## config.mk

```make
export PLATFORM = sky130hd
export DESIGN_NAME = tdf_mul
export DESIGN_NICKNAME = d
export VERILOG_FILES = /design/src/rtl/tdf_pkg.sv /design/src/rtl/tdf_mul.sv
export SDC_FILE = /design/constraint.sdc
export NUM_CORES = 2
export LEC_CHECK = 0
export ABC_CLOCK_PERIOD_IN_PS = 12600
export BUFFER_PORTS_ARGS = -buffer_cell sky130_fd_sc_hd__buf_2
export CAP_MARGIN = 0
export CELL_PAD_IN_SITES_DETAIL_PLACEMENT = 1
export CELL_PAD_IN_SITES_GLOBAL_PLACEMENT = 1
export CORE_MARGIN = 2
export CORE_UTILIZATION = 56
export CTS_CLUSTER_SIZE = 24
export DETAILED_ROUTE_END_ITERATION = 12
export PLACE_DENSITY_LB_ADDON = 0.1
export SLEW_MARGIN = 10
export SYNTH_ARGS = -nofsm -noshare
export SYNTH_HDL_FRONTEND = slang
export SYNTH_SLANG_ARGS = --single-unit
```

## constraint.sdc

```tcl
create_clock -name i_clk -period 12.6 [get_ports i_clk]
set_clock_uncertainty 0.05 [all_clocks]
set_input_delay 0.63 -clock i_clk [delete_from_list [all_inputs] [get_ports i_clk]]
set_output_delay 0.63 -clock i_clk [all_outputs]
set_load 0.02 [all_outputs]
```

## src/rtl/tdf_pkg.sv

```systemverilog
package tdf_pkg;

    localparam int FRAC_BITS = 16;
    localparam int DATA_W    = 32;
    localparam int SPEED_W   = 31;
    localparam int STEP_W    = 17;
    localparam int MUL_W     = 33;
    localparam int PROD_W    = 2 * MUL_W;
    localparam int DIV_N_W   = 50;
    localparam int DIV_D_W   = 33;
    localparam int SQRT_W    = 32;
    localparam int ROOT_W    = 16;
    localparam int K_W       = 17;
    localparam int U_W       = 48;
    localparam int UC_W      = FRAC_BITS + 2;
    localparam int CFG_IDX_W = 1;

    localparam logic [CFG_IDX_W-1:0] CFG_SPEED = 1'b0;
    localparam logic [CFG_IDX_W-1:0] CFG_STEP  = 1'b1;

    localparam logic signed [DATA_W-1:0] S32MAX = 32'sh7fff_ffff;
    localparam logic signed [DATA_W-1:0] S32MIN = 32'sh8000_0000;

    function automatic logic signed [PROD_W-1:0] ext32(input logic signed [DATA_W-1:0] x);
        return {{(PROD_W-DATA_W){x[DATA_W-1]}}, x};
    endfunction

    function automatic logic signed [DATA_W-1:0] sat32(input logic signed [PROD_W-1:0] x);
        logic [PROD_W-DATA_W:0] top;
        top = x[PROD_W-1:DATA_W-1];
        if ((&top) || (~|top)) begin
            return x[DATA_W-1:0];
        end else if (x[PROD_W-1]) begin
            return S32MIN;
        end else begin
            return S32MAX;
        end
    endfunction

endpackage

```

## src/rtl/tdf_mul.sv

```systemverilog
module tdf_mul (
    input  logic                               i_clk,
    input  logic signed [tdf_pkg::MUL_W-1:0]   i_a,
    input  logic signed [tdf_pkg::MUL_W-1:0]   i_b,
    output logic signed [tdf_pkg::PROD_W-1:0]  o_p
);
    import tdf_pkg::*;

    logic signed [PROD_W-1:0] r_p;

    function automatic logic signed [PROD_W-1:0] ext_mul(
        input logic signed [MUL_W-1:0] a,
        input logic signed [MUL_W-1:0] b
    );
        logic signed [PROD_W-1:0] wa;
        logic signed [PROD_W-1:0] wb;
        wa = {{(PROD_W-MUL_W){a[MUL_W-1]}}, a};
        wb = {{(PROD_W-MUL_W){b[MUL_W-1]}}, b};
        return wa * wb;
    endfunction

    always_ff @(posedge i_clk) begin
        r_p <= ext_mul(i_a, i_b);
    end

    assign o_p = r_p;

endmodule

```

# [After elaboration in Yosys (flattened, before gate mapping)]
# Cells that the tools add are included.
[classes] multipliers=1 n_bitwise=0 shift=0 n_eq_ne=0 div=0 reduce_logical=0 addsub=0 n_lt_le_gt_ge=0 mux=0
[op_table] operator="33-bit by 33-bit multiplier with 66-bit output" n=1
[totals] mem_bits_ro=0 mem_bits_rw=0 latch_bits=0 wordCells=2 reg_bits=66 output_inout_bits=66 n_memories=0 in_bits=67

# [Depth between registers and ports, before layout]
[logic_depth] word_depth=1 depth_mapped=27 depth_no_buf=26

# [Least setup slack after synthesis]
# No wires, ideal clock.
[synth_path] path_type="input port to flip-flop" startpoint="input i_a[32] (netlist name)" endpoint="register r_p[62], in the netlist o_p[62]" path_slack_ns=4.684 n_path_buf=2 stages=23 t_required_ns=12.471 setup_time_ns=0.079 arrival_ns=7.787 path_cell_list="clkbuf_1 nand2_1 inv_1 fa_1 fa_1 fa_1 fa_1 fa_1 fa_1 fa_1 inv_1 fa_1 inv_1 ha_1 clkbuf_1 and3_1 nand3_1 nand2b_1 a2111oi_4 a211oi_4 a21o_2 a21o_1 a211oi_2"
[synth_between] elab_chain_len=1
[synth_lines] element="from (decl)" line="tdf_mul.sv:3" text="input logic signed [tdf_pkg::MUL_W-1:0] i_a,"
[synth_lines] element="33-bit by 33-bit multiplier with 66-bit output" line="tdf_mul.sv:19" text="return wa * wb;"
[synth_lines] element="to (signal assigned)" line="tdf_mul.sv:23" text="r_p <= ext_mul(i_a, i_b);"
[synth_lines] element="to (decl)" line="tdf_mul.sv:9" text="logic signed [PROD_W-1:0] r_p;"
# Every way passes these cells.

# [Worst setup path after layout]
[layout_path] startpoint="input i_b[9] (netlist name)" endpoint="register r_p[58], in the netlist o_p[58]"
[layout_between] elab_chain_len=1
[layout_lines] element="from (decl)" line="tdf_mul.sv:4" text="input logic signed [tdf_pkg::MUL_W-1:0] i_b,"
[layout_lines] element="33-bit by 33-bit multiplier with 66-bit output" line="tdf_mul.sv:19"
# Every way passes these cells.

==> reports/summary.txt <==
Critical path startpoint category -> primary input
Slew Viols, Final -> 0
Post-Syn Instances -> 4338
Core area -> 71700 um2
HP Class -> in -> reg
Clk pin slew, worst setup/hold paths -> 0.07 ns
GP Congestion -> 0.928
GR Overflow Total -> 0
Die X -> 274 um
Largest family of logic cells by synthesized area -> adder cells
Synthesized flop and latch total -> 66
Non-Filler Instances -> 5230
Crit share post-route -> 69.1%
Ys async rst share -> 0%
Port-buffer cells -> 132
# IOs -> 133
Post-DRT Antenna Nets -> 0
Fmax -> 115 MHz
Post-Synth XOR/XNOR Area -> 1.46%
TritonCTS clock tree -> done
Met1 Track Usage GR -> 42.3%
First-pass GRT wire length -> 199000 um
H-tree level count -> 3
Number of flops mapped to enable cells by yosys -> 0
DPL Wire Length -> 103000 um
DRC Markers -> 0
CTS Buffer Depth -> 2
Fin crit period -> 8.70 ns
Max reg flops -> 66
Rows -> 98
Initial antenna violation count -> 8
Adder-Cell Fraction of Synth Area -> 62.9%
Dpl cells -> 5211
RSZ-0062 raised after global routing -> no
Crit end category -> register
Crit path DAT -> 8.93 ns
Via count -> 29300
PostCTS Resize Cnt -> 0
Compound-gate portion of the synthesized area -> 4.07%
Critical path class -> in -> reg
Mapped Avg Cell Area -> 9.39 um2
Pin count of the biggest net entering global routing -> 34
Gr usage total -> 35.5%
Syn nets -> 5767
Final setup violation count -> 0
Max Cap Viol -> 0
Wire per inst -> 23.7 um
Clock root buffer -> clkbuf_16
Post-synth cell types -> 80
Setup repair bufs after CTS -> 0
Post-Synth Simple-Gate Area -> 15.8%
Fin nets -> 5701
Crit Path Max Fanout -> 33
Vias in the first global route -> 34600
First-pass DRT Iterations -> 5
Mapped cell area -> 40700 um2
Die Y -> 274 um
Top FF cell, synth -> dfxtp_1
Share of post-route cells with drive strength above 1 -> 4.61%
Die area -> 74900 um2
Post-synthesis sequential area ratio -> 3.24%
Fin Setup TNS -> 0 ns
Total wire length -> 124000 um
Clock Sinks -> 66
Layout Utilization -> 58.8%
WP data required -> 12.83 ns
Status -> complete, no violations
WHS -> 0.814 ns
Global Route met2 Usage -> 62.4%
Num CTS Buffers -> 9
DR iter-0 viols -> 1619
Vias per cell -> 5.60
Final hold violation count -> 0
Post-synthesis mux area share -> 0%
Most Used Layer, Global Route -> met2
Worst slew pin tran -> 1.08 ns
Worst rel slew slack -> 28.0%
GR met3 Demand/Resource -> 5.07%
Synth warnings -> 0
Hold bufs inserted after CTS -> 0
Starting Density -> 56.8%
P&R area growth vs syn -> 3.46%
-- synthesized netlist by cell type, drive strengths merged (11+ instances only) --
master,instances,area share [%]
fa,1145,56
inv,1131,10
and2,563,8.7
nand2,551,5.1
ha,217,6.7
clkbuf,208,1.9
nor2,68,0.63
dfxtp,66,3.2
a21oi,61,0.80
xnor2,43,0.92
a21o,38,0.71
o21ai,33,0.42
nand3,26,0.33
xor2,25,0.54
buf,13,0.17
nand2b,12,0.18
nand4,12,0.20
a211oi,11,0.27
o21bai,11,0.20
-- stage by stage --
stage	cell area, um2	worst slack (ns)
after floorplan	40700	4.68
after global placement	41800	3.75
after detailed placement	41800	3.52
after CTS	42100	3.90
after global routing	42100	3.53
final	42100	3.90
-- worst paths after layout --
check	slack, ns	to	cells past startpoint	start
setup / recovery	3.90	o_p[58]	22	i_b[9]
hold / removal	0.81	o_p[0]	2	i_b[0]
-- layout make-up --
class,count,area (um2)
multi-input cells,2920,34300
fillers,8234,29600
inverters,1131,4250
flip-flops and latches,66,1320
well taps,950,1190
repair buffers,144,751
clock buffers,11,253
clock inverters,5,61.3
diodes,3,7.51
-- worst max-delay path, stage by stage --
cell,delay [ns]
buf_2,0.69
nand2_1,0.32
fa_1,0.72
fa_1,0.46
fa_1,0.58
inv_1,0.07
fa_1,1.23
fa_1,0.59
fa_1,0.50
fa_1,0.50
inv_1,0.06
fa_1,0.48
inv_1,0.04
ha_1,0.41
and3_1,0.19
nand3_1,0.11
nand2b_1,0.25
a2111oi_4,0.37
a211oi_4,0.10
a21oi_2,0.23
nor4b_2,0.08
a311oi_1,0.28
-- kinds of logic after synthesis --
group / Yosys count
AOI/OAI and AO/OA: 219
xor gates and xnor gates: 68
adders and majority gates: 1362
buffers and inverters: 1352
DFF: 66
and+or+nand+nor: 1271
-- layer usage --
layer  wire length, um  vias to the layer above  share of wire (%)
li1                  -                    12200                  -
met3              6400                      358                5.2
met4              7610                       10                6.1
met5                97                        -              0.078
met2             64800                      963                 52
met1             44900                    15800                 36
-- cells in the final DEF, fill, tap and decap left out, types with 36 or more instances in the layout --
cell type / n
a21o_1: 36
a21oi_1: 57
and2_1: 562
buf_2: 132
dfxtp_1: 66
fa_1: 1145
ha_1: 217
inv_1: 1131
nand2_1: 551
nor2_1: 68
xnor2_1: 43
Power is left out: the tool's default activity adds up to more than one toggle a clock period on the data nets, which glitch-free logic cannot reach.
