File: src/rtl/tdf_pkg.sv
package tdf_pkg;

    localparam int FRAC_BITS = 16;
    localparam int DATA_W    = 32;
    localparam int SPEED_W   = 31;
    localparam int STEP_W    = 17;
    localparam int MUL_W     = 33;
    localparam int PROD_W    = 2 * MUL_W;
    localparam int DIV_N_W   = 50;
    localparam int DIV_D_W   = 33;
    localparam int SQRT_W    = 32;
    localparam int ROOT_W    = 16;
    localparam int K_W       = 17;
    localparam int U_W       = 48;
    localparam int UC_W      = FRAC_BITS + 2;
    localparam int CFG_IDX_W = 1;

    localparam logic [CFG_IDX_W-1:0] CFG_SPEED = 1'b0;
    localparam logic [CFG_IDX_W-1:0] CFG_STEP  = 1'b1;

    localparam logic signed [DATA_W-1:0] S32MAX = 32'sh7fff_ffff;
    localparam logic signed [DATA_W-1:0] S32MIN = 32'sh8000_0000;

    function automatic logic signed [PROD_W-1:0] ext32(input logic signed [DATA_W-1:0] x);
        return {{(PROD_W-DATA_W){x[DATA_W-1]}}, x};
    endfunction

    function automatic logic signed [DATA_W-1:0] sat32(input logic signed [PROD_W-1:0] x);
        logic [PROD_W-DATA_W:0] top;
        top = x[PROD_W-1:DATA_W-1];
        if ((&top) || (~|top)) begin
            return x[DATA_W-1:0];
        end else if (x[PROD_W-1]) begin
            return S32MIN;
        end else begin
            return S32MAX;
        end
    endfunction

endpackage

File: src/rtl/tdf_sqrt.sv
module tdf_sqrt (
    input  logic                          i_clk,
    input  logic                          i_rst_n,
    input  logic                          i_start,
    input  logic [tdf_pkg::SQRT_W-1:0]    i_radicand,
    output logic                          o_done,
    output logic [tdf_pkg::ROOT_W-1:0]    o_root
);
    import tdf_pkg::*;

    logic               r_busy;
    logic               r_done;
    logic [SQRT_W-1:0]  r_x;
    logic [SQRT_W-1:0]  r_res;
    logic [SQRT_W-1:0]  r_bit;
    logic [SQRT_W-1:0]  s_sum;

    assign s_sum = r_res + r_bit;

    always_ff @(posedge i_clk) begin
        if (!i_rst_n) begin
            r_busy <= 1'b0;
            r_done <= 1'b0;
        end else begin
            r_done <= 1'b0;
            if (i_start) begin
                r_busy <= 1'b1;
                r_x    <= i_radicand;
                r_res  <= '0;
                r_bit  <= SQRT_W'(1) << (SQRT_W - 2);
            end else if (r_busy) begin
                // one root digit per cycle
                if (r_x >= s_sum) begin
                    r_x   <= r_x - s_sum;
                    r_res <= (r_res >> 1) + r_bit;
                end else begin
                    r_res <= r_res >> 1;
                end
                r_bit <= r_bit >> 2;
                if (r_bit[0]) begin
                    r_busy <= 1'b0;
                    r_done <= 1'b1;
                end
            end
        end
    end

    assign o_done = r_done;
    assign o_root = r_res[ROOT_W-1:0];

endmodule
File: config.mk
export PLATFORM = sky130hd
export DESIGN_NAME = tdf_sqrt
export DESIGN_NICKNAME = d
export VERILOG_FILES = /design/src/rtl/tdf_pkg.sv /design/src/rtl/tdf_sqrt.sv
export SDC_FILE = /design/constraint.sdc
export NUM_CORES = 1
export LEC_CHECK = 0
export BUFFER_PORTS_ARGS = -buffer_cell sky130_fd_sc_hd__buf_4
export CAP_MARGIN = 20
export CORE_MARGIN = 3
export CORE_UTILIZATION = 56
export DETAILED_ROUTE_END_ITERATION = 10
export PLACE_DENSITY = 0.78
export SLEW_MARGIN = 10
export SYNTH_ARGS = -nofsm -noshare
export SYNTH_HDL_FRONTEND = slang
export SYNTH_SLANG_ARGS = --single-unit
File: constraint.sdc
create_clock -name i_clk -period 6.2 [get_ports i_clk]
set_input_delay 1.55 -clock i_clk [delete_from_list [all_inputs] [get_ports i_clk]]
set_output_delay 1.55 -clock i_clk [all_outputs]
set_load 0.05 [all_outputs]
# Word-level counts from Yosys, hierarchy flattened
# Cells that the tools add are included.
# word_totals
ff_bits,82
inputBits,35
out_inout_bits,17
word_cells,26
# classes
add_sub_neg,3
order_cmp,1
muxes,10
bitwise,2
reduce_logical,5
# ops
op,count
two-way mux 32 bit,5
adder 31 x 31 -> 32 bit,1
adder 32 x 31 -> 32 bit,1
greater-or-equal comparator 32 bit,1
subtractor 32 bit,1
two-way mux 31 bit,1
two-way mux 1 bit,4
nonzero test 2 bit,2
AND reduction 3 bit,1
OR reduction 3 bit,1
NOT 1 bit,2
AND reduction 2 bit,1

# Longest topological paths before layout
# Gate-level depths: netlist of the first run.
# depth
ltp_word,5
depth_mapped,22
ltp_nobuf,19

# Worst setup path after synthesis of the first run
# OpenSTA, ideal clock, no wires.
# synth_timing
kind,register -> register
startpoint,register r_res[2]
endpoint,register r_x[0] (enable)
setup_time_ns,0.432
arrival_time_ns,5.541
required_time_ns,5.768
path_slack_ns,0.227
path_stages_with_launch,21
n_path_buf,3
synth_period_minus_slack_ns,5.973
cell_sequence,edfxtp_1 ha_1 a31oi_2 o21bai_1 a211o_1 a32o_1 a21o_1 a211o_1 a31oi_1 xor2_1 ha_1 clkbuf_1 nand2_1 nor2_1 nand2_1 a21oi_1 o21a_1 o21ai_2 buf_6 clkbuf_1 a21oi_1
# synth_via
elab_chain_cells,4
# synth_rtl
element,line,rtl
start: declaration,tdf_sqrt.sv:14,logic [SQRT_W-1:0] r_res;
start signal: assignment,tdf_sqrt.sv:35,r_res <= (r_res >> 1) + r_bit;
start signal: assignment,tdf_sqrt.sv:37,r_res <= r_res >> 1;
adder 32 x 31 -> 32 bit,tdf_sqrt.sv:18,assign s_sum = r_res + r_bit;
greater-or-equal comparator 32 bit,tdf_sqrt.sv:33,if (r_x >= s_sum) begin
nonzero test 2 bit (no line),-,
AND reduction 3 bit (no line),-,
end signal: assignment,tdf_sqrt.sv:28,r_x <= i_radicand;
end signal: assignment,tdf_sqrt.sv:34,r_x <= r_x - s_sum;
end: declaration,tdf_sqrt.sv:13,logic [SQRT_W-1:0] r_x;
# Every way passes these cells.
# A chain may end at the register's enable or synchronous reset.

# Final worst setup path of the first run
# layout_timing
startpoint,register r_res[2]
endpoint,register r_x[28] (enable)
# Same word-level chain as after synthesis.

==> results.json, run 1 <==
{
  "cts.clk_slew.worst_paths_ns": 0.07,
  "yosys.cell_types.count": 59,
  "gr-total-overflow": 0,
  "synthTopCellsByArea": "edfxtp_1 (33%), ha_1 (11%), nand2_1 (5.4%), o21ai_0 (4.4%), xnor2_1 (4.0%)",
  "dp_hpwl_um": 13000,
  "slew-limit-headroom_pct": 42.0,
  "post-route-period-util_pct": 83.7,
  "run_status": "finished, final reports clean",
  "arrival_ns": 5.24,
  "p_seq_share_pct": 30.3,
  "syn_inst": 820,
  "yosys.area.top_type": "edfxtp_1",
  "track_usage_pct": 24.8,
  "grt_max_degree": 91,
  "synth_ff_type": "edfxtp_1",
  "htreeDepth": 3,
  "p_total_uw": 2520,
  "synth_fp_nets": 922,
  "ir_drop_mv": 0.198,
  "synthArstFlopShare_pct": 0,
  "cts-resized-gates": 0,
  "hold_buffers": 0,
  "maxCapViolations": 0,
  "nets": 944,
  "end_kind": "register",
  "avgViaCountPerCell": 6.21,
  "cp-start-kind": "register",
  "gp_congestion": 0.896,
  "crit_fanout": 24,
  "tns_ns": 0,
  "yosysSeqAreaShare_pct": 33.9,
  "tritoncts": "yes",
  "holdCritPathClass": "reg2reg",
  "drive_gt1_share_pct": 10.6,
  "numCtsBuffers": 9,
  "ios": 52,
  "drt-pass1-iter-count": 5,
  "grt_antenna_before_repair": 0,
  "internal_power_uw": 1520,
  "ys_warn_count": 0,
  "clock_latency_ns": 0.35,
  "post-route-min-period_ns": 5.19,
  "p_clk_share_pct": 23.1,
  "core_area_sq_um": 12300,
  "p_switching_uw": 1000,
  "drtIter0Drc": 414,
  "grt_setup_unrepaired": "no",
  "report.final.slew_viol_count": 0,
  "power.share.combinational_pct": 46.6,
  "cts.sinks": 82,
  "synth-seq-cells": 82,
  "port_buffers": 51,
  "first_global_vias": 6051,
  "synth_area_sq_um": 7200,
  "finalSetupViolCount": 0,
  "die-area_sq_um": 14300,
  "hold_violations": 0,
  "syn_area_per_cell_sq_um": 8.78,
  "syn2layout_area_growth_pct": 10.1,
  "crit_type": "reg2reg",
  "ant_nets": 0,
  "dp.cells": 998,
  "drc": 0,
  "grt_first_pass_wirelength_um": 28800,
  "synth_top_area_share_pct": 33.4,
  "route.vias.total": 6307,
  "p_per_area_nw_per_um2": 318,
  "start_util_pct": 58.5,
  "cellLeakagePower_uw": 0.00312,
  "post-cts-setup-buffers": 0,
  "crit_required_ns": 6.25,
  "finClkSkew_ns": 0.00849,
  "synth_edf_count": 80,
  "diodes": 0,
  "fin_cells": 1015,
  "drt_wl_total_um": 17500,
  "cts-root-buf": "clkbuf_16",
  "die_x_um": 119,
  "fmax_mhz": 193,
  "rows": 40,
  "fp.dieH_um": 119,
  "tightestPinTransition_ns": 0.870,
  "wl_per_cell_um": 17.2,
  "clk_path_buf_depth": 2,
  "p_sw_share_pct": 39.8
}
-- cell type report --
| class | count | area (sq um) |
|---|---|---|
| multi-input cells | 670 | 4430 |
| fillers | 1074 | 4380 |
| flip-flops and latches | 82 | 2440 |
| repair buffers | 57 | 440 |
| clock buffers | 9 | 225 |
| well taps | 168 | 210 |
| clock inverters | 7 | 92.6 |
| inverters | 22 | 82.6 |
-- logic make-up after synthesis --
logic type | count (synthesis) | synth area share (%)
simple gates | 279 | 18.0
compound gates | 250 | 22.3
mux | 9 | 1.41
flops | 82 | 33.9
xor+xnor | 65 | 7.91
fa+ha+maj | 67 | 11.7
buf+inv | 68 | 4.64
-- power by group through the flow --
stage | combinational, uW | sequential, uW | clock, uW
finish | 1180 | 766 | 583
global route | 1300 | 773 | 614
CTS | 1160 | 765 | 590
detailed placement | 1150 | 777 | 0
global placement | 1120 | 774 | 0
floorplan | 917 | 755 | 0
-- per-stage QoR --
step                setup WS (ns)  hold slack (ns)  utilization [%]  area [sq um]
floorplan                   0.227            0.447                -          7200
global placement            0.923            0.459             61.6          7590
detailed placement          0.718            0.464             61.6          7590
CTS                         0.689            0.482             64.2          7910
global route                0.720            0.510             64.4          7930
finish                       1.01            0.482             64.4          7930
-- final timing paths --
check	start	to	slack (ns)	cells past startpoint
worst min-delay path	r_busy	o_done	0.48	1
worst min register to register	r_busy	o_done	0.48	1
worst max register to register	r_res[2]	r_x[28]	1.01	19
worst max-delay path	r_res[2]	r_x[28]	1.01	19
-- critical path, stage by stage, from the launching register on --
cell and delay [ns]:
edfxtp_1 0.45, ha_1 0.38, a31oi_2 0.21, o21bai_1 0.17, a211o_1 0.35, a32o_1 0.25
a21o_1 0.23, a211o_1 0.37, nor4_1 0.20, a311oi_1 0.10, ha_1 0.42, a21o_1 0.21
a21o_1 0.13, a21oi_1 0.10, and3_1 0.18, a21oi_1 0.19, o21ai_2 0.08, buf_4 0.23
a21oi_4 0.37, buf_12 0.24
-- synthesized netlist by cell type (all sizes together), types with 22 or more instances --
cell / count
o21ai: 69
xnor2: 33
ha: 66
nor2b: 31
clkbuf: 24
buf: 22
xor2: 32
nor2: 72
edfxtp: 80
a31oi: 22
a21oi: 51
nand2: 105
-- flip-flops by register name (all words and copies together) (netlist names) --
register	cells
r_res	32
r_bit	16
r_x	32
o_done	1
r_busy	1
-- cells in the final DEF (no fill, tap or decap), drive strengths merged, types with 18 or more instances in the layout --
cell type  instances
xor2              32
inv               21
buf               57
a211oi            18
nor2b             31
a31oi             22
a21o              20
nand2            105
nand3             18
nor2              72
a21oi             51
o21ai             69
ha                66
xnor2             33
edfxtp            80
-- metal layers --
metal	track usage, %	share of wire [%]	wire [um]
met2	42.8	49	8600
met3	3.32	5.2	904
met4	9.95	2.5	437
met1	31.3	43	7510
met5	0	0	0
No activity file was read; power rests on OpenSTA's default activity.
==> run 2: changes to the inputs <==
Clock period 6.2 ns to 4.4 ns, I/O delays scaled along.
==> run 2 against run 1 <==
The run now ends with negative setup slack left. Cell area increased by 19%. Via count increased by 13%. Final cell count is 13% higher. Largest power group unchanged. Total power increased by 67%. Clock power up 32%.
==> results.json, run 2 (synthesis gave the netlist of run 1 again) <==
{
  "run_status": "complete, but fails checks",
  "violations": "negative setup slack",
  "cts.clk_slew.worst_paths_ns": 0.07,
  "grt_max_degree": 58,
  "min_to": "o_done",
  "route.vias.total": 7142,
  "post-route-min-period_ns": 4.54,
  "fmax_mhz": 220,
  "diodes": 0,
  "cellLeakagePower_uw": 0.00384,
  "report.final.slew_viol_count": 0,
  "power.share.combinational_pct": 56.4,
  "clock_latency_ns": 0.36,
  "layout_common_cells": "buf_4 (181), nand2_1 (101), edfxtp_1 (80)",
  "cp-start-kind": "register",
  "setup_ws_ns": -0.144,
  "grt_first_pass_wirelength_um": 32800,
  "core_area_sq_um": 12300,
  "internal_power_uw": 2510,
  "rows": 40,
  "min-delay-start": "r_busy",
  "top_regs": "r_res: 32 flops, r_x: 32 flops, r_bit: 16 flops",
  "r2r_setup_slack_ns": -0.14,
  "finalSetupViolCount": 48,
  "start_util_pct": 58.5,
  "htreeDepth": 3,
  "layout_commonest_cell": "buf_4",
  "fin_area_sq_um": 9420,
  "fp.dieH_um": 119,
  "dp_hpwl_um": 14600,
  "syn2layout_area_growth_pct": 30.9,
  "die_x_um": 119,
  "drive_gt1_share_pct": 29.5,
  "hold_violations": 0,
  "grt_antenna_before_repair": 1,
  "gr-total-overflow": 0,
  "drc": 0,
  "holdCritPathClass": "reg2reg",
  "maxCapViolations": 0,
  "hold_ws_ns": 0.494,
  "cts.sinks": 82,
  "numCtsBuffers": 9,
  "r2r.worst_path.cells": 18,
  "port_buffers": 51,
  "wl_per_cell_um": 18.8,
  "tightestPinTransition_ns": 0.681,
  "arrival_ns": 4.74,
  "holdPathStages": 1,
  "track_usage_pct": 28.4,
  "slew-limit-headroom_pct": 54.0,
  "finClkSkew_ns": 0.00820,
  "drt-pass1-iter-count": 7,
  "drtIter0Drc": 601,
  "clk_path_buf_depth": 2,
  "ios": 52,
  "p_switching_uw": 1700,
  "ant_nets": 0,
  "post-route-period-util_pct": 103,
  "die-area_sq_um": 14300,
  "p_per_area_nw_per_um2": 446,
  "hold_buffers": 0,
  "gp_congestion": 0.926,
  "final_util_pct": 76.5,
  "p_clk_share_pct": 18.2,
  "nets": 1080,
  "grt_setup_unrepaired": "yes",
  "p_sw_share_pct": 40.3,
  "ir_drop_mv": 0.225,
  "drt_wl_total_um": 21600,
  "crit_required_ns": 4.59,
  "tritoncts": "yes",
  "cts-root-buf": "clkbuf_16",
  "r2r-start": "r_res[0]",
  "avgViaCountPerCell": 6.21,
  "p_seq_share_pct": 25.3,
  "crit_fanout": 5,
  "crit_type": "reg2reg",
  "end_kind": "register",
  "r2r_end": "r_x[27]",
  "place_area_sq_um": 8480,
  "first_global_vias": 7035
}
## run 2: cell types whose count changed in the layout (fill, tap and decap cells not counted), moves of 6 or more
cell | previous run | this run
buf_4 | 56 | 181
ha_1 | 66 | 60
nor2_1 | 72 | 60
a21oi_1 | 50 | 38
a211oi_2 | 0 | 8
a21oi_2 | 0 | 11
nor2_4 | 0 | 6
o21ai_0 | 64 | 57
buf_6 | 0 | 7
o21ai_1 | 4 | 10
nor2_2 | 0 | 6
a211oi_1 | 18 | 10
## run 2: worst max-delay path by stage
stage | slack [ns] | to | from
after detailed placement | -0.45 | r_x[5] | r_res[0]
after CTS | 0.002 | r_res[9] | r_bit[2]
after global placement | -0.21 | r_x[5] | r_res[0]
after floorplan | -0.23 | r_x[0] | r_res[2]
final | -0.14 | r_x[27] | r_res[0]
after global routing | -0.27 | r_x[27] | r_res[0]
## run 2: layer usage
| layer | track usage, % | vias up | part of all wire [%] |
|---|---|---|---|
| li1 | - | 3337 | - |
| met1 | 33.2 | 3409 | 39 |
| met2 | 50.6 | 321 | 51 |
| met3 | 3.42 | 73 | 5.7 |
| met4 | 14.9 | 2 | 4.2 |
| met5 | 0 | - | 0.060 |
## run 2: area by class of cell
class / count / area [sq um]
multi-input combinational: 671 / 4910
clock inverter: 6 / 57.6
clock buffer: 10 / 229
sequential: 82 / 2440
fill: 844 / 2890
timing repair buffer: 192 / 1490
inverter: 22 / 82.6
tap: 168 / 210
## run 2: critical path: stages (launching register included)
cell       delay, ns
edfxtp_1        0.41
ha_2            0.23
ha_1            0.21
a21o_1          0.21
a31oi_2         0.24
o21a_1          0.23
o21ai_2         0.13
a211oi_2        0.30
buf_4           0.16
nor2b_1         0.07
xnor2_1         0.25
ha_1            0.32
buf_4           0.17
a31o_4          0.22
a21o_1          0.18
a2111oi_4       0.41
o31ai_4         0.15
mux2_4          0.33
a221oi_2        0.16
## run 2: what timing repair did
action                     4_1_cts  5_1_grt
buffers inserted                15       11
setup endpoints to repair       70       75
pin swaps                       22       12
resized for setup               38       56
hold endpoints to repair         0        0
cloned                           2        0
## run 2: metrics by stage
step / setup TNS, ns / total power, uW / cells / worst slack (ns)
floorplan: -7.22 / 2390 / 820 / -0.226
global placement: -9.12 / 2960 / 1107 / -0.212
detailed placement: -20.54 / 3040 / 1107 / -0.447
CTS: 0 / 3970 / 1139 / 0.00210
global route: -11.71 / 4430 / 1151 / -0.270
finish: -1.51 / 4200 / 1151 / -0.144
## run 2: power groups by stage
stage / Clock, uW / Sequential [uW] / Combinational [uW]
after floorplan: 0 / 1070 / 1320
after global placement: 0 / 1070 / 1890
after detailed placement: 0 / 1080 / 1960
after CTS: 768 / 1060 / 2140
after global routing: 807 / 1070 / 2560
final: 767 / 1060 / 2370
