**src/rtl/tdf_pkg.sv**
```systemverilog
package tdf_pkg;

    localparam int FRAC_BITS = 16;
    localparam int DATA_W    = 32;
    localparam int SPEED_W   = 31;
    localparam int STEP_W    = 17;
    localparam int MUL_W     = 33;
    localparam int PROD_W    = 2 * MUL_W;
    localparam int DIV_N_W   = 50;
    localparam int DIV_D_W   = 33;
    localparam int SQRT_W    = 32;
    localparam int ROOT_W    = 16;
    localparam int K_W       = 17;
    localparam int U_W       = 48;
    localparam int UC_W      = FRAC_BITS + 2;
    localparam int CFG_IDX_W = 1;

    localparam logic [CFG_IDX_W-1:0] CFG_SPEED = 1'b0;
    localparam logic [CFG_IDX_W-1:0] CFG_STEP  = 1'b1;

    localparam logic signed [DATA_W-1:0] S32MAX = 32'sh7fff_ffff;
    localparam logic signed [DATA_W-1:0] S32MIN = 32'sh8000_0000;

    function automatic logic signed [PROD_W-1:0] ext32(input logic signed [DATA_W-1:0] x);
        return {{(PROD_W-DATA_W){x[DATA_W-1]}}, x};
    endfunction

    function automatic logic signed [DATA_W-1:0] sat32(input logic signed [PROD_W-1:0] x);
        logic [PROD_W-DATA_W:0] top;
        top = x[PROD_W-1:DATA_W-1];
        if ((&top) || (~|top)) begin
            return x[DATA_W-1:0];
        end else if (x[PROD_W-1]) begin
            return S32MIN;
        end else begin
            return S32MAX;
        end
    endfunction

endpackage

```
**src/rtl/tdf_div.sv**
```systemverilog
module tdf_div (
    input  logic                             i_clk,
    input  logic                             i_rst_n,
    input  logic                             i_start,
    input  logic [tdf_pkg::DIV_N_W-1:0]      i_dividend,
    input  logic [tdf_pkg::DIV_D_W-1:0]      i_divisor,
    output logic                             o_done,
    output logic [tdf_pkg::DIV_N_W-1:0]      o_quotient
);
    import tdf_pkg::*;

    localparam int CNT_W = $clog2(DIV_N_W);

    logic                r_busy;
    logic                r_done;
    logic [CNT_W-1:0]    r_cnt;
    logic [DIV_D_W-1:0]  r_rem;
    logic [DIV_D_W-1:0]  r_div;
    logic [DIV_N_W-1:0]  r_quo;

    logic [DIV_D_W:0]    s_trial;
    logic [DIV_D_W:0]    s_diff;
    logic                s_fit;

    assign s_trial = {r_rem, r_quo[DIV_N_W-1]};
    assign s_diff  = s_trial - {1'b0, r_div};
    assign s_fit   = (s_trial >= {1'b0, r_div});

    always_ff @(posedge i_clk) begin
        if (!i_rst_n) begin
            r_busy <= 1'b0;
            r_done <= 1'b0;
        end else begin
            r_done <= 1'b0;
            if (i_start) begin
                r_busy <= 1'b1;
                r_cnt  <= CNT_W'(DIV_N_W - 1);
                r_rem  <= '0;
                r_div  <= i_divisor;
                r_quo  <= i_dividend;
            end else if (r_busy) begin
                // one quotient bit per cycle, restoring
                r_rem <= s_fit ? s_diff[DIV_D_W-1:0] : s_trial[DIV_D_W-1:0];
                r_quo <= {r_quo[DIV_N_W-2:0], s_fit};
                r_cnt <= r_cnt - 1'b1;
                if (r_cnt == '0) begin
                    r_busy <= 1'b0;
                    r_done <= 1'b1;
                end
            end
        end
    end

    assign o_done     = r_done;
    assign o_quotient = r_quo;

endmodule

```
**config.mk**
```make
export PLATFORM = sky130hd
export DESIGN_NAME = tdf_div
export DESIGN_NICKNAME = d
export VERILOG_FILES = /design/src/rtl/tdf_pkg.sv /design/src/rtl/tdf_div.sv
export SDC_FILE = /design/constraint.sdc
export NUM_CORES = 1
export LEC_CHECK = 0
export BUFFER_PORTS_ARGS = -buffer_cell sky130_fd_sc_hd__buf_2
export CAP_MARGIN = 20
export CORE_MARGIN = 5
export CORE_UTILIZATION = 30
export DETAILED_ROUTE_END_ITERATION = 8
export GPL_TIMING_DRIVEN = 1
export HOLD_SLACK_MARGIN = 0.15
export PLACE_DENSITY_LB_ADDON = 0.1
export SLEW_MARGIN = 40
export SYNTH_ARGS = -nofsm -noshare
export SYNTH_HDL_FRONTEND = slang
export SYNTH_SLANG_ARGS = --single-unit
```
**constraint.sdc**
```tcl
create_clock -name i_clk -period 2.96 [get_ports i_clk]
set_input_delay 0.148 -clock i_clk [delete_from_list [all_inputs] [get_ports i_clk]]
set_output_delay 0.148 -clock i_clk [all_outputs]
set_load 0.05 [all_outputs]
```
* After elaboration in Yosys (flattened, before gate mapping)
Index checks and enable logic that the tools add are counted.
** Word-level totals
- Register bits after elaboration :: 124
- Input bits :: 86
- Output and inout bits :: 51
- Logic and storage cells :: 25
** Operators by class
- Bitwise gates (word level) :: 2
- Add/subtract/negate cells :: 2
- Mux-type cells :: 9
- Reduce and logical (&&, ||, !) cells :: 5
- $lt $le $gt $ge :: 1
** Operator list (number)
- $mux W50 :: 2
- $mux W33 :: 2
- $ge A34 B33 Y1 :: 1
- $sub A33 B33 Y33 :: 1
- $logic_not A6 Y1 :: 1
- $mux W6 :: 1
- $sub A6 B1 Y6 const B :: 1
- $mux W1 :: 4
- $reduce_and A2 Y1 :: 2
- $reduce_or A3 Y1 :: 1
- $not A1 Y1 :: 2
- $reduce_bool A2 Y1 :: 1

* Logic depth before layout (Yosys ltp)
Gate-level depths: netlist of the first run.
- Depth in word-level cells :: 4
- Gate-level depth with buffers :: 14
- Gate-level depth less buffers :: 12

* Worst setup path after synthesis of the first run
OpenSTA, ideal clock, no wires.
- Path kind :: input-to-reg
- From :: in i_start
- To :: reg r_quo[0] (netlist: o_quotient[0]) (enable)
- Stages :: 3
- Path buffers :: 2
- Data arrival time :: 2.807 ns
- Library setup time :: 0.455 ns
- Path slack :: -0.302 ns
- Required time :: 2.505 ns
- Path through :: clkbuf_1 clkbuf_1 o21a_1
** Between the ends
- Cells in the longest elaborated chain, start to end :: 2
** RTL lines
- from (decl) :: RTL line tdf_div.sv:4 : input logic i_start,
- $reduce_bool A2 Y1 (no source line)
- $reduce_and A2 Y1 (no source line)
- to (signal assigned) :: RTL line tdf_div.sv:40 : r_quo <= i_dividend;
- to (signal assigned) :: RTL line tdf_div.sv:44 : r_quo <= {r_quo[DIV_N_W-2:0], s_fit};
- to (decl) :: RTL line tdf_div.sv:19 : logic [DIV_N_W-1:0] r_quo;
No other way between the ends.
A chain may end at the register's enable or synchronous reset.

* Worst setup path after layout of the first run
- From :: reg r_quo[49] (netlist: o_quotient[49])
- To :: reg r_rem[28] (data pin)
** Between the ends
- Cells in the longest elaborated chain, start to end :: 3
- Elaborated cells on any way between the ends :: 4
- Classes of those cells :: add/sub (1); order compare (1); mux (2)
** RTL lines
- $sub A33 B33 Y33 or $ge A34 B33 Y1 (tied branches) :: RTL line tdf_div.sv:26, tdf_div.sv:27
- $mux W33 * :: RTL line tdf_div.sv:43 : r_rem <= s_fit ? s_diff[DIV_D_W-1:0] : s_trial[DIV_D_W-1:0];
- $mux W33 * :: RTL line tdf_div.sv:41 : end else if (r_busy) begin
- to (signal assigned) :: RTL line tdf_div.sv:43
- to (decl) :: RTL line tdf_div.sv:17 : logic [DIV_D_W-1:0] r_rem;
Every way passes the cells marked *; elsewhere a longest branch is shown, timed or not. The select of a mux whose other input is x is not followed.

==> flow_metrics.tcl, run 1 <==
set metrics [dict create \
    status "completed" \
    relSlewSlack_pct 61.4 \
    ir_worst_vdd_v 0.000330 \
    swShare_pct 32.1 \
    dr.pass1.iters 4 \
    vias_per_cell 4.79 \
    num-nets-final 990 \
    clock_skew_ps 10.1 \
    htree_num_levels 4 \
    synthArstFlopShare_pct 0 \
    drive_gt1_share_pct 35.2 \
    yosysSeqAreaShare_pct 53.7 \
    io_buffers 136 \
    tightest_slew_ps 579 \
    track_usage_pct 14.5 \
    clkSinkCount 124 \
    power.leakage_nw 4.07 \
    intPower_w 0.00392 \
    mostFrequentLayoutCell "buf_2" \
    yosys_most_used_dff "edfxtp_1" \
    hold_path.class "input port to flip-flop" \
    ys_warn_count 0 \
    io_pins 137 \
    synthCells 600 \
    path_class "flip-flop to flip-flop" \
    start_kind "flip-flop" \
    rsz0062_at_grt "yes" \
    clk_latency_ps 420 \
    max_freq_ghz 0.342 \
    setup_viol 0 \
    finalMaxSlewViolations 0 \
    synth_area_um2 6890 \
    finalCritPeriodShare_pct 98.9 \
    insertedDiodeCount 0 \
    syn_to_final_growth_pct 42.7 \
    power_density_nw_per_um2 588 \
    wl_per_cell_um 16.0 \
    dp_hpwl_um 12600 \
    critPathCaptureType "flip-flop" \
    synth_edf_count 122 \
    synth_cell_types 65 \
    drtIter0Drc 180 \
    cts_buffers 17 \
    core_area_um2 22600 \
    power_frac_clock_pct 35.1 \
    setup_tns_ps 0 \
    initial_core_util_pct 30.4 \
    synth_seq_cells 124 \
    switchingPower_w 0.00186 \
    finalHoldViolCount 0 \
    pwr-share-seq_pct 37.7 \
    avgSynthCellArea_um2 11.5 \
    overflow 0 \
    vias 5587 \
    die_h_um 162 \
    drc 0 \
    layout_min_cycle_time_ps 2930 \
    fillCellCount 2152 \
    grt_max_degree 61 \
    dieArea_um2 26100 \
    grt_pass1_wl_um 30700 \
    arrival_ps 3100 \
    synth_nets 722 \
    cts_buffer_depth 2 \
    routed_wl_um 18600 \
    whs_ps 281 \
    num_rows 55 \
    die_w_um 162 \
    cts_root_buffer "clkbuf_16" \
    antenna_found_initial 0 \
    cap_violations 0 \
    worstPathMaxFanout 7 \
    gp_congestion 0.836 \
    cts_tree "built" \
    clkTransAtPathRegs_ps 60 \
    comb_power_share_pct 27.2 \
    grt_pass1_vias 6052 \
    utilization_pct 43.4 \
    drtAntennaViolNets 0 \
    cp.required_ps 3130 \
    final_cell_mix "135 x buf_2, 122 x edfxtp_1, 84 x dlygate4sd3_1" \
]
==> worst max-delay path: stages (launching register included) <==
cell and delay [ps]:
edfxtp_1 390, inv_1 70, ha_2 180, inv_2 40, fa_2 350, a21o_1 210, a221oi_4 300, o211a_1 250
o21ai_2 90, a21oi_2 190, and2_4 240, nor4b_2 60, a311o_1 290
==> state kept, by name, indices dropped and copies added (netlist names) <==
register    cells
o_done          1
o_quotient     50
r_busy          1
r_cnt           6
r_div          33
r_rem          33
==> cells in the mapped netlist (2+ instances only) <==
| cell type | number | share of area, % |
|---|---|---|
| nand3_1 | 14 | 1.0 |
| ha_1 | 35 | 6.4 |
| a21o_1 | 17 | 1.9 |
| a31oi_1 | 5 | 0.45 |
| o21a_1 | 6 | 0.65 |
| o21ai_0 | 18 | 1.3 |
| nand2_1 | 65 | 3.5 |
| or4_1 | 2 | 0.22 |
| and3_1 | 4 | 0.36 |
| xor2_1 | 6 | 0.76 |
| a211oi_1 | 13 | 1.4 |
| o211ai_1 | 3 | 0.33 |
| a221o_1 | 2 | 0.29 |
| nor3_1 | 6 | 0.44 |
| a41oi_1 | 3 | 0.38 |
| buf_4 | 3 | 0.33 |
| nand4_1 | 8 | 0.73 |
| a21oi_1 | 53 | 3.8 |
| dfxtp_1 | 2 | 0.58 |
| o21bai_1 | 4 | 0.44 |
| edfxtp_1 | 122 | 53 |
| or2_2 | 3 | 0.27 |
| or3b_1 | 2 | 0.25 |
| nand2b_1 | 6 | 0.54 |
| inv_1 | 39 | 2.1 |
| buf_1 | 5 | 0.27 |
| o21ai_1 | 3 | 0.22 |
| clkbuf_1 | 12 | 0.65 |
| buf_2 | 3 | 0.22 |
| o31ai_1 | 2 | 0.22 |
| xnor2_1 | 18 | 2.3 |
| nor2_1 | 32 | 1.7 |
| mux2_2 | 50 | 8.2 |
| nor2b_1 | 3 | 0.27 |
==> per-stage QoR <==
step / area, µm² / total power (W) / setup WS (ps) / instances
after floorplan: 6940 / 0.00318 / -166 / 600
after global placement: 8260 / 0.00363 / -40.9 / 1043
after detailed placement: 8260 / 0.00363 / -41.7 / 1043
after CTS: 9690 / 0.00580 / 4.57 / 1162
after global routing: 9830 / 0.00609 / -100 / 1166
final: 9830 / 0.00578 / 31.9 / 1166
==> power by group through the flow <==
stage	registers (W)	logic, W	clock network, W
floorplan	0.00235	0.000826	0
global placement	0.00221	0.00142	0
detailed placement	0.00221	0.00142	0
CTS	0.00218	0.00153	0.00209
global route	0.00219	0.00173	0.00216
finish	0.00218	0.00157	0.00203
==> cell families (layout without fill, tap and decap cells) <==
family / count (synthesis) / in the layout / synth area share (%)
AOI/OAI and AO/OA: 144 / 144 / 13.6
adders and majority gates: 36 / 36 / 6.64
and+or+nand+nor: 158 / 158 / 11.0
xor gates and xnor gates: 24 / 24 / 3.05
buffers and inverters: 64 / 345 / 3.83
DFF: 124 / 124 / 53.7
muxes: 50 / 50 / 8.17
==> path summary, 6_finish.rpt <==
path                            depth (start not counted)   endpoint  slack, ps           start
worst min-delay path                                    2   r_cnt[1]        280         i_start
worst max-delay path                                   12  r_rem[28]         30  o_quotient[49]
worst max register to register                         12  r_rem[28]         30  o_quotient[49]
worst min register to register                          2     o_done        460          r_busy
==> metal layers <==
layer | vias to the layer above | share of wire, % | global-route usage [%]
li1 | 2773 | - | -
met1 | 2647 | 47 | 18.9
met4 | 0 | 1.0 | 3.96
met2 | 151 | 45 | 23.3
met3 | 16 | 6.3 | 4.75
met5 | - | 0 | 0
==> timing repair <==
item                                   4_1_cts  5_1_grt
endpoints found under the hold margin       84        0
pin swaps                                    4        8
resized for setup                            3       24
setup endpoints to repair                   15       32
setup buffers                                3        4
hold buffers                                84        0
==> area by class of cell <==
type                       count  area, µm²  area share [%]
inverter                      39        146            1.49
clock buffer                  17        425            4.33
multi-input combinational    412       3080            31.3
tap                          285        357            3.63
clock inverter                15        130            1.32
sequential                   124       3700            37.7
timing repair buffer         274       1990            20.3
(Power assumes the default switching activity.)
==> run 2: changes to the inputs <==
- ABC_AREA: default -> 1
- CTS_CLUSTER_SIZE: default -> 30
==> run 2 against run 1 <==
Power is 9.7% higher. Core utilization is 3.9 points lower. Non-clock buffer count is 43 lower. Setup slack better by 350 ps. Wire length is 23% higher. Die area is 17% higher. Highest routed layer unchanged.
==> flow_metrics.tcl, run 2 <==
set metrics [dict create \
    track_usage_pct 15.3 \
    vias 7111 \
    cts_buffers 17 \
    gp_congestion 0.889 \
    cap_violations 0 \
    largest_reg_flops 50 \
    switchingPower_w 0.00237 \
    finalHoldViolCount 0 \
    max_freq_ghz 0.387 \
    synth_seq_cells 124 \
    initial_core_util_pct 30.3 \
    comb_power_share_pct 31.8 \
    setup_tns_ps 0 \
    layout_min_cycle_time_ps 2580 \
    num_rows 60 \
    setup_viol 0 \
    grt_pass1_vias 7396 \
    netlist_top_cells_area "edfxtp_1 45%, nand2_1 21%, inv_1 7.9%, ha_1 5.4%, nor2_1 4.1%" \
    grt_pass1_wl_um 37600 \
    final_cell_mix "453 x nand2_1, 170 x inv_1, 136 x buf_2" \
    avgSynthCellArea_um2 7.60 \
    cp.required_ps 3120 \
    ir_worst_vdd_v 0.000349 \
    worst_path_max_delay_cell "fa_1" \
    crit_chain "inv_1 -> ha_1 -> inv_1 -> fa_1 -> nand3_1 -> nand3_2 -> nand2_2 -> nand2_2 -> nand2_4 -> nand2_8 -> inv_8 -> o21ai_2" \
    yosysSeqAreaShare_pct 45.7 \
    io_buffers 136 \
    cpLargestDelayFamily "simple AND/OR/NAND/NOR gates" \
    synth.most_common_cell "nand2_1" \
    rsz0062_at_grt "no" \
    grt_max_degree 52 \
    cts_tree "built" \
    drc 0 \
    die_h_um 174 \
    swShare_pct 37.4 \
    synth_edf_count 122 \
    drtIter0Drc 389 \
    insertedDiodeCount 0 \
    pwr-share-seq_pct 35.4 \
    power_frac_clock_pct 32.8 \
    slowest_delay_ps 440 \
    num-nets-final 1416 \
    postLayoutCellArea_um2 10600 \
    synthArstFlopShare_pct 0 \
    clkTransAtPathRegs_ps 70 \
    dieArea_um2 30400 \
    clkSinkCount 124 \
    routed_wl_um 22800 \
    status "completed" \
    dp_hpwl_um 16800 \
    cts_setup_buffers 0 \
    dr.pass1.iters 5 \
    core_area_um2 26800 \
    placed_cell_area_um2 9180 \
    path_class "flip-flop to flip-flop" \
    finalMaxSlewViolations 0 \
    worstPathMaxFanout 28 \
    synthCells 1067 \
    vias_per_cell 4.31 \
    ys_top_cells_by_count "454 x nand2_1, 171 x inv_1, 122 x edfxtp_1" \
    relSlewSlack_pct 59.9 \
    grt_util_met2_pct 24.5 \
    path_buf_inv 3 \
    die_w_um 174 \
    synth_top_area_cell "edfxtp_1" \
    mostFrequentLayoutCell "nand2_1" \
    cts_buffer_depth 2 \
    overflow 0 \
    synth_cell_types 37 \
    power_density_nw_per_um2 598 \
    ys_warn_count 0 \
    yosys_most_used_dff "edfxtp_1" \
    busiest_layer "met2" \
    finalCritPeriodShare_pct 87.3 \
    cts_root_buffer "clkbuf_16" \
    drive_gt1_share_pct 17.4 \
    fillCellCount 2823 \
    pre_cts_ws_ps 372 \
    htree_num_levels 4 \
    synth_area_um2 8110 \
    hold_path.class "input port to flip-flop" \
    tightest_slew_ps 601 \
    setup_ws_ps 377 \
    arrival_ps 2750 \
    io_pins 137 \
    met3_usage_pct 3.91 \
    clk_latency_ps 430 \
    wl_per_cell_um 13.9 \
    start_kind "flip-flop" \
    critPathCaptureType "flip-flop" \
    power.leakage_nw 5.42 \
    syn_to_final_growth_pct 30.7 \
    intPower_w 0.00397 \
    drtAntennaViolNets 0 \
    clock_skew_ps 18.1 \
    grt_use_met1_pct 20.5 \
    synth_nets 1189 \
    antenna_found_initial 0 \
    yosysTopAreaCellShare_pct 45.2 \
]
-- run 2: cell count changes in the layout (fill, tap and decap cells not counted), moves of 17 or more --
| cell | delta |
|---|---|
| inv_1 | +132 |
| mux2_2 | -49 |
| nor2_1 | +59 |
| buf_4 | -42 |
| nand3b_1 | +27 |
| a21oi_1 | -24 |
| xnor2_1 | -17 |
| nor2_2 | +21 |
| nand3_1 | +17 |
| nand2_1 | +391 |
-- run 2: logic make-up after synthesis --
| group | Yosys count | synth area share [%] |
|---|---|---|
| XOR/XNOR | 15 | 1.62 |
| AO/OA/AOI/OAI | 29 | 1.93 |
| adder cells (fa/ha/maj) | 36 | 5.65 |
| buffers and inverters | 199 | 10.1 |
| flip-flops | 124 | 45.7 |
| AND/OR/NAND/NOR | 664 | 35.1 |
-- run 2: final cells by class --
type	count	area (µm²)	area share [%]
Sequential cell	124	3700	35.0
Multi-Input combinational cell	744	3600	33.9
Timing Repair Buffer	231	1630	15.4
Inverter	176	671	6.33
Tap cell	341	427	4.03
Clock buffer	17	425	4.02
Clock inverter	15	141	1.33
-- run 2: what timing repair did --
action,in CTS,in global routing
hold buffers,85,0
gates resized for setup,0,0
endpoints found under the hold margin,88,0
-- run 2: layer usage --
metal / share of wire (%) / vias to the layer above
li1: - / 3745
met1: 49 / 3203
met2: 44 / 146
met3: 5.4 / 17
met4: 1.5 / 0
met5: 0 / -
-- run 2: metrics by stage --
stage / power, W / instances / hold slack, ps / util (%)
6_report: 0.00634 / 1648 / 432 / 39.5
5_1_grt: 0.00676 / 1648 / 427 / 39.5
4_1_cts: 0.00644 / 1648 / 410 / 39.5
3_5_place_dp: 0.00423 / 1531 / 326 / 34.2
3_3_place_gp: 0.00424 / 1531 / 326 / 34.2
2_1_floorplan: 0.00374 / 1067 / 247 / -
-- run 2: final timing paths --
check / start / to / slack [ps] / cells after the start
hold reg to reg: o_quotient[5] / o_quotient[6] / 540 / 2
hold / removal: i_divisor[5] / r_div[5] / 430 / 2
setup / recovery: o_quotient[49] / o_quotient[0] / 380 / 12
setup reg to reg: o_quotient[49] / o_quotient[0] / 380 / 12
-- run 2: power groups by stage --
stage          Clock [W]  Sequential [W]  Combinational [W]
6_report         0.00208         0.00224            0.00202
5_1_grt          0.00222         0.00226            0.00228
4_1_cts          0.00214         0.00225            0.00205
3_5_place_dp           0         0.00228            0.00195
3_3_place_gp           0         0.00228            0.00195
2_1_floorplan          0         0.00247            0.00126
==> run 3: changes to the inputs <==
- clock period: 2.96 -> 3 ns (I/O delays scaled with it)
==> run 3 against run 2 <==
Sequential power barely moved. Largest power group is now clock. Wire length rose by 1.7%. Clock-buffer cell count did not move. Cell area rose by 0.44%. Register-to-register slack improved by 40 ps. First-iteration DRC count fell by 5.4%. Clock power rose by 9%. Critical path depth rose by 1. Non-clock buffer count fell by 3. Sequential share of layout area fell by 0.15 points.
==> flow_metrics.tcl, run 3 (same netlist as run 2, synthesis figures left out) <==
set metrics [dict create \
    cts_buffer_depth 2 \
    routed_wl_um 23200 \
    drive_gt1_share_pct 17.2 \
    track_usage_pct 15.6 \
    cap_violations 0 \
    dieArea_um2 30400 \
    clkSinkCount 124 \
    r2r_cells 13 \
    drc 0 \
    critPathCaptureType "flip-flop" \
    vias_per_cell 4.31 \
    cts_buffers 17 \
    finalPower_w 0.00648 \
    holdPathStages 2 \
    slowest_delay_ps 450 \
    num_rows 60 \
    final_cell_mix "453 x nand2_1, 170 x inv_1, 136 x buf_2" \
    hold_end "r_div[3]" \
    cts_root_buffer "clkbuf_16" \
    cts_hold_buf 85 \
    ir_worst_vdd_v 0.000358 \
    syn_to_final_growth_pct 31.3 \
    htree_num_levels 4 \
    grt_max_degree 53 \
    critPathLaunch "o_quotient[49]" \
    timing.rr.start "o_quotient[49]" \
    layout_min_cycle_time_ps 2580 \
    power.leakage_nw 5.43 \
    hold_path.class "input port to flip-flop" \
    path_class "flip-flop to flip-flop" \
    die_w_um 174 \
    dp_cells 1528 \
    largest_reg_flops 50 \
    finalHoldViolCount 0 \
    vias 7089 \
    worst_path_max_delay_cell "fa_1" \
    insertedDiodeCount 0 \
    grt_pass1_vias 7356 \
    overflow 0 \
    start_kind "flip-flop" \
    dp_hpwl_um 16800 \
    finalMaxSlewViolations 0 \
    gp_congestion 0.888 \
    arrival_ps 2770 \
    drtAntennaViolNets 0 \
    status "completed" \
    clk_latency_ps 430 \
    wl_per_cell_um 14.1 \
    post_cts_resized 0 \
    dr.pass1.iters 5 \
    relSlewSlack_pct 55.7 \
    crit_chain "inv_1 -> ha_1 -> inv_1 -> fa_1 -> nand3_1 -> nand3_2 -> nand2_2 -> nand2_2 -> nand2_4 -> buf_4 -> nand3b_1 -> nand2_1 -> nor2_1" \
    path_buf_inv 3 \
    setup_tns_ps 0 \
    rsz0062_at_grt "no" \
    cp.required_ps 3190 \
    min_from "i_divisor[3]" \
    setup_viol 0 \
    max_freq_ghz 0.387 \
    clkTransAtPathRegs_ps 60 \
    worstPathMaxFanout 18 \
    utilization_pct 39.7 \
    regToRegSetupSlack_ps 420 \
    io_buffers 136 \
    mostFrequentLayoutCell "nand2_1" \
    antenna_found_initial 0 \
    r2r_end "r_rem[3]" \
    die_h_um 174 \
    cts_tree "built" \
    grt_pass1_wl_um 37900 \
    clock_skew_ps 14.0 \
    drtIter0Drc 368 \
    fin_cells 1645 \
    initial_core_util_pct 30.3 \
    num-nets-final 1413 \
    core_area_um2 26800 \
    cpLargestDelayFamily "simple AND/OR/NAND/NOR gates" \
    finalCritPeriodShare_pct 86.1 \
    io_pins 137 \
    tightest_slew_ps 665 \
    whs_ps 432 \
    cts_setup_buffers 0 \
    power_density_nw_per_um2 609 \
]
==> run 3: power by group <==
| part | total, W | switching, W | internal, W |
|---|---|---|---|
| Combinational | 0.00199 | 0.00132 | 0.000672 |
| Sequential | 0.00221 | 0.0000809 | 0.00213 |
| Clock | 0.00227 | 0.000934 | 0.00134 |
==> run 3: per-layer routing <==
layer	part of all wire, %	track usage (%)	vias up
met5	0	0	-
met1	49	21.3	3148
li1	-	-	3743
met2	44	24.7	182
met4	1.3	4.42	0
met3	5.6	3.85	16
==> run 3: area by class of cell <==
class,count,area [µm²]
Multi-Input combinational cell,744,3600
Sequential cell,124,3700
Fill cell,2810,16200
Timing Repair Buffer,228,1620
Clock inverter,15,198
Inverter,176,671
Tap cell,341,427
Clock buffer,17,425
==> run 3: through the flow <==
step,setup slack [ps],instance area (µm²)
3_5_place_dp,421,9170
4_1_cts,390,10600
5_1_grt,202,10600
2_1_floorplan,306,8110
6_report,417,10600
3_3_place_gp,397,9170
==> run 3: worst max-delay path by stage <==
stage               slack (ps)       endpoint  cells after the start
floorplan                  310  o_quotient[0]                      2
global placement           400      r_rem[28]                     13
detailed placement         420  o_quotient[0]                     12
CTS                        390      r_rem[29]                     13
global route               200      r_rem[27]                     13
finish                     420       r_rem[3]                     13
